==> config.mk <==
export PLATFORM = sky130hd
export DESIGN_NAME = cpu_alu_with_flags
export DESIGN_NICKNAME = d
export VERILOG_FILES = /design/src/cpualu_pkg.sv /design/src/cpu_alu_with_flags.sv
export SDC_FILE = /design/constraint.sdc
export NUM_CORES = 1
export LEC_CHECK = 0
export ABC_AREA = 1
export ABC_CLOCK_PERIOD_IN_PS = 4600
export BUFFER_PORTS_ARGS = -buffer_cell sky130_fd_sc_hd__clkbuf_2
export CORE_ASPECT_RATIO = 1.4
export CORE_MARGIN = 10
export CORE_UTILIZATION = 64
export DETAILED_ROUTE_END_ITERATION = 8
export PLACE_DENSITY = 0.91
export SETUP_SLACK_MARGIN = 0.15
export SLEW_MARGIN = 15
export SYNTH_ARGS = -nofsm -noshare
export SYNTH_HDL_FRONTEND = slang
export SYNTH_SLANG_ARGS = --single-unit
==> constraint.sdc <==
create_clock -name clock -period 4.6 [get_ports clock]
set_input_delay 0.92 -clock clock [delete_from_list [all_inputs] [get_ports clock]]
set_output_delay 0.92 -clock clock [all_outputs]
set_load 0.02 [all_outputs]
==> src/cpualu_pkg.sv <==
// Package for the CPU ALU: operation codes and the flag register type.
package cpualu_pkg;

   localparam int unsigned ModeWidth = 5;

   typedef enum logic [ModeWidth-1:0] {
      MODE_ADD     = 5'd0,
      MODE_ADDPAIR = 5'd1,
      MODE_ADC     = 5'd2,
      MODE_SUB     = 5'd3,
      MODE_SBC     = 5'd4,
      MODE_AND     = 5'd5,
      MODE_OR      = 5'd6,
      MODE_XOR     = 5'd7,
      MODE_CP      = 5'd8,
      MODE_INC     = 5'd9,
      MODE_DEC     = 5'd10,
      MODE_CCF     = 5'd11,
      MODE_SCF     = 5'd12,
      MODE_RRA     = 5'd13,
      MODE_RLA     = 5'd14,
      MODE_RRCA    = 5'd15,
      MODE_RLCA    = 5'd16,
      MODE_CPL     = 5'd17,
      MODE_BITTEST = 5'd18,
      MODE_RES     = 5'd19,
      MODE_SET     = 5'd20,
      MODE_SRL     = 5'd21,
      MODE_RR      = 5'd22,
      MODE_RL      = 5'd23,
      MODE_RRC     = 5'd24,
      MODE_RLC     = 5'd25,
      MODE_SRA     = 5'd26,
      MODE_SLA     = 5'd27,
      MODE_SWAP    = 5'd28
   } mode_type;

   typedef struct packed {
      logic zero;
      logic subtract;
      logic half;
      logic carry;
   } flags_type;

endpackage

==> src/cpu_alu_with_flags.sv <==
// Top level of the CPU ALU: input register, operation logic, flag register, result register.
//
//   Channel  Ports   Direction  Beat contents
//   request  req_*   in         mode, operand_a, operand_b, bit_index, pair_value, pair_addend
//   response rsp_*   out        result_byte, result_word, zero/subtract/half/carry flags
//
// Each beat is held in the input register and is then computed into the result
// register, from which the response is offered.
// A new beat is accepted in every cycle while the response side takes results; the rate is
// one beat per cycle, set by the single pass through the operation logic.
// The kept flags are updated as a beat moves into the result register, so the next beat
// reads the carry left by the previous one. Synchronous reset clears the flags and both
// valid bits. When the response is stalled, the input register holds one more beat.
module cpu_alu_with_flags
   import cpualu_pkg::*;
(
   input  logic        clock,
   input  logic        reset,
   input  logic        req_valid,
   output logic        req_ready,
   input  logic [4:0]  req_mode,
   input  logic [7:0]  req_operand_a,
   input  logic [7:0]  req_operand_b,
   input  logic [2:0]  req_bit_index,
   input  logic [15:0] req_pair_value,
   input  logic [15:0] req_pair_addend,
   output logic        rsp_valid,
   input  logic        rsp_ready,
   output logic [7:0]  rsp_result_byte,
   output logic [15:0] rsp_result_word,
   output logic        rsp_zero_out,
   output logic        rsp_subtract_out,
   output logic        rsp_half_out,
   output logic        rsp_carry_out
);

   // Input register stage.
   logic        s1_valid_ff;
   logic [4:0]  s1_mode_ff;
   logic [7:0]  s1_a_ff;
   logic [7:0]  s1_b_ff;
   logic [2:0]  s1_bit_ff;
   logic [15:0] s1_pv_ff;
   logic [15:0] s1_pa_ff;

   // Kept flags and result register stage.
   flags_type   flags_ff;
   flags_type   flags_in;
   logic        out_valid_ff;
   logic [7:0]  out_byte_ff;
   logic [7:0]  out_byte_in;
   logic [15:0] out_word_ff;
   logic [15:0] out_word_in;

   logic out_free;
   logic s1_move;
   logic req_take;

   // The result register can be loaded when it is empty or being emptied this cycle.
   assign out_free  = !out_valid_ff || rsp_ready;
   assign s1_move   = s1_valid_ff && out_free;
   assign req_ready = !s1_valid_ff || s1_move;
   assign req_take  = req_valid && req_ready;

   // Operation logic.
   logic       cin;
   logic [8:0] add_sum;
   logic [8:0] sub_diff;
   logic [16:0] pair_sum;
   logic [7:0] inc_val;
   logic [7:0] dec_val;
   logic [7:0] bit_mask;

   assign cin      = flags_ff.carry;
   assign add_sum  = {1'b0, s1_a_ff} + {1'b0, s1_b_ff}
                   + {8'd0, (mode_type'(s1_mode_ff) == MODE_ADC) & cin};
   // Bit eight of the nine-bit difference is the borrow.
   assign sub_diff = {1'b0, s1_a_ff} - {1'b0, s1_b_ff}
                   - {8'd0, (mode_type'(s1_mode_ff) == MODE_SBC) & cin};
   assign pair_sum = {1'b0, s1_pv_ff} + {1'b0, s1_pa_ff};
   assign inc_val  = s1_a_ff + 8'd1;
   assign dec_val  = s1_a_ff - 8'd1;
   assign bit_mask = 8'd1 << s1_bit_ff;

   always_comb begin
      logic [7:0] r;
      r           = s1_a_ff;
      flags_in    = flags_ff;
      out_word_in = s1_pv_ff;
      unique case (mode_type'(s1_mode_ff))
         MODE_ADD, MODE_ADC: begin
            r        = add_sum[7:0];
            flags_in = '{zero: (r == 8'd0), subtract: 1'b0,
                         half: s1_a_ff[4] ^ s1_b_ff[4] ^ r[4], carry: add_sum[8]};
         end
         MODE_ADDPAIR: begin
            out_word_in       = pair_sum[15:0];
            flags_in.subtract = 1'b0;
            flags_in.half     = s1_pv_ff[12] ^ s1_pa_ff[12] ^ pair_sum[12];
            flags_in.carry    = pair_sum[16];
         end
         MODE_SUB, MODE_SBC, MODE_CP: begin
            // Compare sets the flags of a subtract but leaves the value alone.
            if (mode_type'(s1_mode_ff) != MODE_CP) begin
               r = sub_diff[7:0];
            end
            flags_in = '{zero: (sub_diff[7:0] == 8'd0), subtract: 1'b1,
                         half: s1_a_ff[4] ^ s1_b_ff[4] ^ sub_diff[4], carry: sub_diff[8]};
         end
         MODE_AND: begin
            r        = s1_a_ff & s1_b_ff;
            flags_in = '{zero: (r == 8'd0), subtract: 1'b0, half: 1'b1, carry: 1'b0};
         end
         MODE_OR: begin
            r        = s1_a_ff | s1_b_ff;
            flags_in = '{zero: (r == 8'd0), subtract: 1'b0, half: 1'b0, carry: 1'b0};
         end
         MODE_XOR: begin
            r        = s1_a_ff ^ s1_b_ff;
            flags_in = '{zero: (r == 8'd0), subtract: 1'b0, half: 1'b0, carry: 1'b0};
         end
         MODE_INC, MODE_DEC: begin
            r = (mode_type'(s1_mode_ff) == MODE_INC) ? inc_val : dec_val;
            flags_in.zero     = (r == 8'd0);
            flags_in.subtract = (mode_type'(s1_mode_ff) == MODE_DEC);
            flags_in.half     = s1_a_ff[4] ^ r[4];
         end
         MODE_CCF: begin
            flags_in.subtract = 1'b0;
            flags_in.half     = 1'b0;
            flags_in.carry    = !cin;
         end
         MODE_SCF: begin
            flags_in.subtract = 1'b0;
            flags_in.half     = 1'b0;
            flags_in.carry    = 1'b1;
         end
         // Accumulator rotates always clear the zero flag.
         MODE_RRA: begin
            r        = {cin, s1_a_ff[7:1]};
            flags_in = '{zero: 1'b0, subtract: 1'b0, half: 1'b0, carry: s1_a_ff[0]};
         end
         MODE_RLA: begin
            r        = {s1_a_ff[6:0], cin};
            flags_in = '{zero: 1'b0, subtract: 1'b0, half: 1'b0, carry: s1_a_ff[7]};
         end
         MODE_RRCA: begin
            r        = {s1_a_ff[0], s1_a_ff[7:1]};
            flags_in = '{zero: 1'b0, subtract: 1'b0, half: 1'b0, carry: s1_a_ff[0]};
         end
         MODE_RLCA: begin
            r        = {s1_a_ff[6:0], s1_a_ff[7]};
            flags_in = '{zero: 1'b0, subtract: 1'b0, half: 1'b0, carry: s1_a_ff[7]};
         end
         MODE_CPL: begin
            r                 = ~s1_a_ff;
            flags_in.subtract = 1'b1;
            flags_in.half     = 1'b1;
         end
         MODE_BITTEST: begin
            flags_in.zero     = !s1_a_ff[s1_bit_ff];
            flags_in.subtract = 1'b0;
            flags_in.half     = 1'b1;
         end
         MODE_RES: r = s1_a_ff & ~bit_mask;
         MODE_SET: r = s1_a_ff | bit_mask;
         MODE_SRL: begin
            r        = {1'b0, s1_a_ff[7:1]};
            flags_in = '{zero: (r == 8'd0), subtract: 1'b0, half: 1'b0, carry: s1_a_ff[0]};
         end
         MODE_RR: begin
            r        = {cin, s1_a_ff[7:1]};
            flags_in = '{zero: (r == 8'd0), subtract: 1'b0, half: 1'b0, carry: s1_a_ff[0]};
         end
         MODE_RL: begin
            r        = {s1_a_ff[6:0], cin};
            flags_in = '{zero: (r == 8'd0), subtract: 1'b0, half: 1'b0, carry: s1_a_ff[7]};
         end
         MODE_RRC: begin
            r        = {s1_a_ff[0], s1_a_ff[7:1]};
            flags_in = '{zero: (r == 8'd0), subtract: 1'b0, half: 1'b0, carry: s1_a_ff[0]};
         end
         MODE_RLC: begin
            r        = {s1_a_ff[6:0], s1_a_ff[7]};
            flags_in = '{zero: (r == 8'd0), subtract: 1'b0, half: 1'b0, carry: s1_a_ff[7]};
         end
         MODE_SRA: begin
            r        = {s1_a_ff[7], s1_a_ff[7:1]};
            flags_in = '{zero: (r == 8'd0), subtract: 1'b0, half: 1'b0, carry: s1_a_ff[0]};
         end
         MODE_SLA: begin
            r        = {s1_a_ff[6:0], 1'b0};
            flags_in = '{zero: (r == 8'd0), subtract: 1'b0, half: 1'b0, carry: s1_a_ff[7]};
         end
         MODE_SWAP: begin
            r        = {s1_a_ff[3:0], s1_a_ff[7:4]};
            flags_in = '{zero: (r == 8'd0), subtract: 1'b0, half: 1'b0, carry: 1'b0};
         end
         // Unused codes pass the operands through and keep every flag.
         default: r = s1_a_ff;
      endcase
      out_byte_in = r;
   end

   // Control state.
   always_ff @(posedge clock) begin
      if (reset) begin
         s1_valid_ff  <= 1'b0;
         out_valid_ff <= 1'b0;
         flags_ff     <= '0;
      end else begin
         if (req_ready) begin
            s1_valid_ff <= req_valid;
         end
         if (out_free) begin
            out_valid_ff <= s1_valid_ff;
         end
         if (s1_move) begin
            flags_ff <= flags_in;
         end
      end
   end

   // Payload registers.
   always_ff @(posedge clock) begin
      if (req_take) begin
         s1_mode_ff <= req_mode;
         s1_a_ff    <= req_operand_a;
         s1_b_ff    <= req_operand_b;
         s1_bit_ff  <= req_bit_index;
         s1_pv_ff   <= req_pair_value;
         s1_pa_ff   <= req_pair_addend;
      end
      if (s1_move) begin
         out_byte_ff <= out_byte_in;
         out_word_ff <= out_word_in;
      end
   end

   // The flag outputs show the kept flags, which change only when a new result is loaded.
   assign rsp_valid        = out_valid_ff;
   assign rsp_result_byte  = out_byte_ff;
   assign rsp_result_word  = out_word_ff;
   assign rsp_zero_out     = flags_ff.zero;
   assign rsp_subtract_out = flags_ff.subtract;
   assign rsp_half_out     = flags_ff.half;
   assign rsp_carry_out    = flags_ff.carry;

endmodule

# == Word level (Yosys, flattened, before mapping) ==
# Cells that the tools add are included.
# totals
output_inout_bits,30
in_bits,60
register_bits,86
wordCells,118
# op_classes
bitwise,15
mux,9
magnitude_cmp,1
n_eq_ne,29
reduce_logical,42
n_shift,1
add_sub_neg,7
# ops
op,count
$pmux 8 s17,1
$logic_not 8->1,12
$eq 5x5->1 const B,13
$eq 5x4->1 const B,8
$eq 5x3->1 const B,4
$add 16x16->17,1
$and 8x8->8,2
$mux 16,1
$mux 8,2
$not 8->8,2
$or 8x8->8,2
$pmux 1 s16,1
$reduce_bool 16->1,1
$reduce_or 16->1,1
$logic_not 7->1,2
$pmux 2 s7,1
$reduce_or 2->1,7
$eq 5x2->1 const B,2
$add 8x8->9,1
$add 9x1->9,1
$sub 8x8->9,1
$sub 9x1->9,1
$add 8x1->8 const B,1
$pmux 1 s8,1
other kinds (21),35

# == Depth between registers and ports, before layout ==
# logic_depth
ltp_word,5
depth_mapped,19
mapped_depth_nobuf,19

# == Least setup slack after synthesis ==
# No wires, ideal clock.
# synth_path
kind,register -> register
from,reg s1_mode_ff[0]
to,"reg out_byte_ff[5] (netlist: rsp_result_byte[5]), data pin"
arrival_ps,2675
slack_ps,1676
setup_ps,249
required_time_ps,4351
stages_incl_launch_ff,17
n_path_buf,0
period_less_slack_ps,2924
cell_sequence,edfxtp_1 nor2_4 inv_2 nor2_1 nand3_1 fa_1 inv_1 ha_1 or2_2 nand4_1 nand3b_1 nand2_1 nor2_1 nor3_1 nand3_1 nand2_1 inv_1
# synth_between
elab_chain_cells,5
elab_cells_between_ends,40
cone_classes,add/sub: 2; eq/ne: 25; mux: 3; bitwise: 2; reduce/logical: 8
# synth_lines
element,line_no,rtl
start: declaration,cpu_alu_with_flags.sv:39,logic [4:0] s1_mode_ff;
start signal: assignment,cpu_alu_with_flags.sv:227,s1_mode_ff <= req_mode;
$eq 5x3->1,"cpu_alu_with_flags.sv:79, cpu_alu_with_flags.sv:90",
$and 1x1->1,cpu_alu_with_flags.sv:79,"- {8'd0, (mode_type'(s1_mode_ff) == MODE_SBC) & cin};"
$sub 9x1->9,cpu_alu_with_flags.sv:79,
$mux 8,cpu_alu_with_flags.sv:104,if (mode_type'(s1_mode_ff) != MODE_CP) begin
$pmux 8 s17 *,cpu_alu_with_flags.sv:90,unique case (mode_type'(s1_mode_ff))
net out_byte_in[5],cpu_alu_with_flags.sv:51,logic [7:0] out_byte_in;
end signal: assignment,cpu_alu_with_flags.sv:235,out_byte_ff <= out_byte_in;
end: declaration,cpu_alu_with_flags.sv:50,logic [7:0] out_byte_ff;
# Mark *: on every way through the listed nets, which the timed path passes. The rest lies on a longest branch.
# A chain may end at the register's enable or synchronous reset.

# == Worst setup path in the final report ==
# Ends and elaborated chain as after synthesis.

==> flow_summary.ini <==
[clock_tree]
clockBufferDepth = 2
cts_buffers = 9
cts_resized = 0
cts_setup_buffers = 0
hold_buffers = 0
cts_tree = yes
clkTransAtPathRegs_ns = 0.07
clk_latency_ns = 0.35
cts.sinks = 86
cts_max_level = 3
cts_root_buffer = clkbuf_16

[final_layout]
fin_nets = 1149
nFillCells = 882
drive_gt1_share_pct = 16.1
diodes = 0
layout_common_cells = nand2_1, inv_1, nor2_1
fin_util_pct = 73.2
syn_to_final_growth_pct = 12.4
final_cells = 1175
final_common_cell = nand2_1
regArea_um2 = 2520
multi_input_area_um2 = 3960

[sta]
clock.fmax_mhz = 300
finalHoldViolCount = 0
rsz0062_at_grt = no
fin_crit_ns = 3.33
post-route-period-util_pct = 72.4
setup_tns_ns = 0
finalSetupViolCount = 0
worst_pin_slew_ns = 0.868
drv_slew = 0
slew_headroom_pct = 41.4
skew_ns = 0.0104

[critical_path]
r2r-end = rsp_result_byte[5]$_DFFE_PP_
rrSetupSlack_ns = 1.27
cp.depth = 16
crit_chain = nor2_4 > inv_2 > nor2_1 > nand3_1 > fa_1 > inv_1 > ha_1 > or2_2 > nand4_1 > nand3b_1 > nand2_1 > nor2_1 > nor3_1 > nand3_1 > nand2_1 > inv_1
slowest_stage = edfxtp_1
path_buf_inv = 3
cpLargestDelayFamily = simple AND/OR/NAND/NOR gates
path_max_fanout = 10
reg2regPathDepth = 16
critPathCaptureType = flop
worstPathRequired_ns = 4.71
cp.arrival_ns = 3.44
r2r_start = s1_mode_ff[0]$_DFFE_PP_
start_kind = flop
crit_end = rsp_result_byte[5]$_DFFE_PP_
startpoint = s1_mode_ff[0]$_DFFE_PP_
cpPeakStageDelay_ns = 0.55
path_class = flop to flop

[synth]
syn_nets = 1059
synth-edff-count = 80
syn_area_per_cell_um2 = 7.49
synth-seq-cells = 86
synth.area.top_cells = edfxtp_1, nand2_1, ha_1
synth.distinct_cells = 44
netlist_area_um2 = 7040
yosysTopAreaCellShare_pct = 34.1
yosys_warnings = 0
synthFlopType = edfxtp_1
async_flop_share_pct = 0
synth_top_area_cell = edfxtp_1
syn_inst = 940
synth.yosys.seq_area_share_pct = 35.8

[floorplanning]
die_w_um = 109
die_y_um = 144
rows = 45
dieArea_um2 = 15700
coreArea_um2 = 10800
ios = 90
initial_core_util_pct = 65.1

[placement]
dpl.cell_count = 1160
dp_hpwl_mm = 17.8
gp_congestion = 1.08
portBuffers = 89

[route]
wire_per_inst_um = 20.2
final_antenna_net_count = 0
dr.pass1.iters = 8
drt_wl_total_mm = 23.8
wl_met1_mm = 7.86
dr_wl_met2_mm = 11.9
routed.top_layer = met4
drc_errors = 0
via_per_inst = 6.18
vias = 7260
wl_met3_mm = 2.18
first_iter_violations = 680

[power_and_ir_drop]
ir_drop_mv = 0.366
powerDensity_nw_per_um2 = 292
p_leak_nw = 3.96

[global_route]
first_global_vias = 7235
antenna_found_initial = 0
grt_pass1_wl_mm = 37.0
grt.total_usage_pct = 30.9
grt-ovfl-total = 0
grt_start_max_net_pins = 34

[outcome]
status = finished, final reports clean

[run]
cap_violations = 0

[worst_hold_path]
worstHoldPathType = flop to flop
-- synthesized netlist by cell type, types with 4 or more instances --
cell,count
a21oi_1,40
clkbuf_1,10
dfxtp_1,6
edfxtp_1,80
fa_1,6
ha_1,53
inv_1,110
inv_2,14
nand2_1,264
nand2_2,5
nand2_4,5
nand3_1,84
nand3_2,5
nand3b_1,11
nand4_1,22
nor2_1,94
nor2_2,9
nor2_4,7
nor3_1,11
nor4_1,4
o2111ai_1,4
o211ai_1,6
o21ai_0,32
o21bai_1,4
o22ai_1,13
or2_2,5
xnor2_1,5
xor2_1,5
-- routing by layer --
metal,up-vias,track usage (%)
met5,-,0
met4,0,22.5
met3,149,6.46
met2,495,54.2
met1,3285,31.7
li1,3331,-
-- worst min-delay path, delay by kind of cell, from the launching register on --
kind	cells	cell delay, ns
flip-flops	1	0.31
AND/OR/NAND/NOR	1	0.06
AO/OA/AOI/OAI	1	0.05
-- power by group --
part           switching, mW  internal, mW
clock network          0.322         0.422
registers             0.0406         0.913
logic                  0.408         0.202
total                  0.771          1.54
-- area by class of cell --
type	count	area share [%]
Clock buffer	9	2.85
Clock inverter	6	0.886
Inverter	125	5.93
Multi-Input combinational cell	713	50.0
Sequential cell	86	31.9
Tap cell	141	2.23
Timing Repair Buffer	95	6.20
-- how the worst min path moves through the flow --
stage | slack (ns) | end | from | depth (start not counted)
CTS | 0.47 | rsp_subtract_out$_SDFFE_PP0P_ | rsp_subtract_out$_SDFFE_PP0P_ | 2
finish | 0.47 | rsp_subtract_out$_SDFFE_PP0P_ | rsp_subtract_out$_SDFFE_PP0P_ | 2
global route | 0.49 | rsp_subtract_out$_SDFFE_PP0P_ | rsp_subtract_out$_SDFFE_PP0P_ | 2
detailed placement | 0.46 | rsp_subtract_out$_SDFFE_PP0P_ | rsp_subtract_out$_SDFFE_PP0P_ | 2
floorplan | 0.48 | rsp_valid$_SDFFE_PP0P_ | s1_valid_ff$_SDFFE_PP0N_ | 2
global placement | 0.45 | rsp_subtract_out$_SDFFE_PP0P_ | rsp_subtract_out$_SDFFE_PP0P_ | 2
-- state kept, by name, summed over array words and instances (netlist names) --
register,count
rsp_half_out,1
s1_pv_ff,16
rsp_zero_out,1
rsp_result_word,16
s1_valid_ff,1
rsp_result_byte,8
s1_mode_ff,5
s1_b_ff,8
rsp_subtract_out,1
rsp_carry_out,1
s1_a_ff,8
rsp_valid,1
s1_bit_ff,3
s1_pa_ff,16
-- through the flow --
stage	setup WS, ns	hold slack (ns)	cell area [um2]	total power, mW
after global routing	1.06	0.493	7910	2.39
final	1.27	0.469	7910	2.31
after detailed placement	1.33	0.457	7620	1.55
after global placement	1.40	0.450	7620	1.53
after floorplan	1.68	0.476	7040	1.37
after CTS	1.34	0.469	7910	2.28
-- logic make-up (layout without fill, tap and decap cells) --
kind of cell	count (synthesis)	after routing	share of synthesized area (%)
compound gates	111	111	9.01
fa+ha+maj	59	59	11.1
flops	86	86	35.8
simple gates	533	533	34.8
xor+xnor	10	10	1.24
buf+inv	141	235	7.96
No activity file was read; power rests on OpenSTA's default activity.
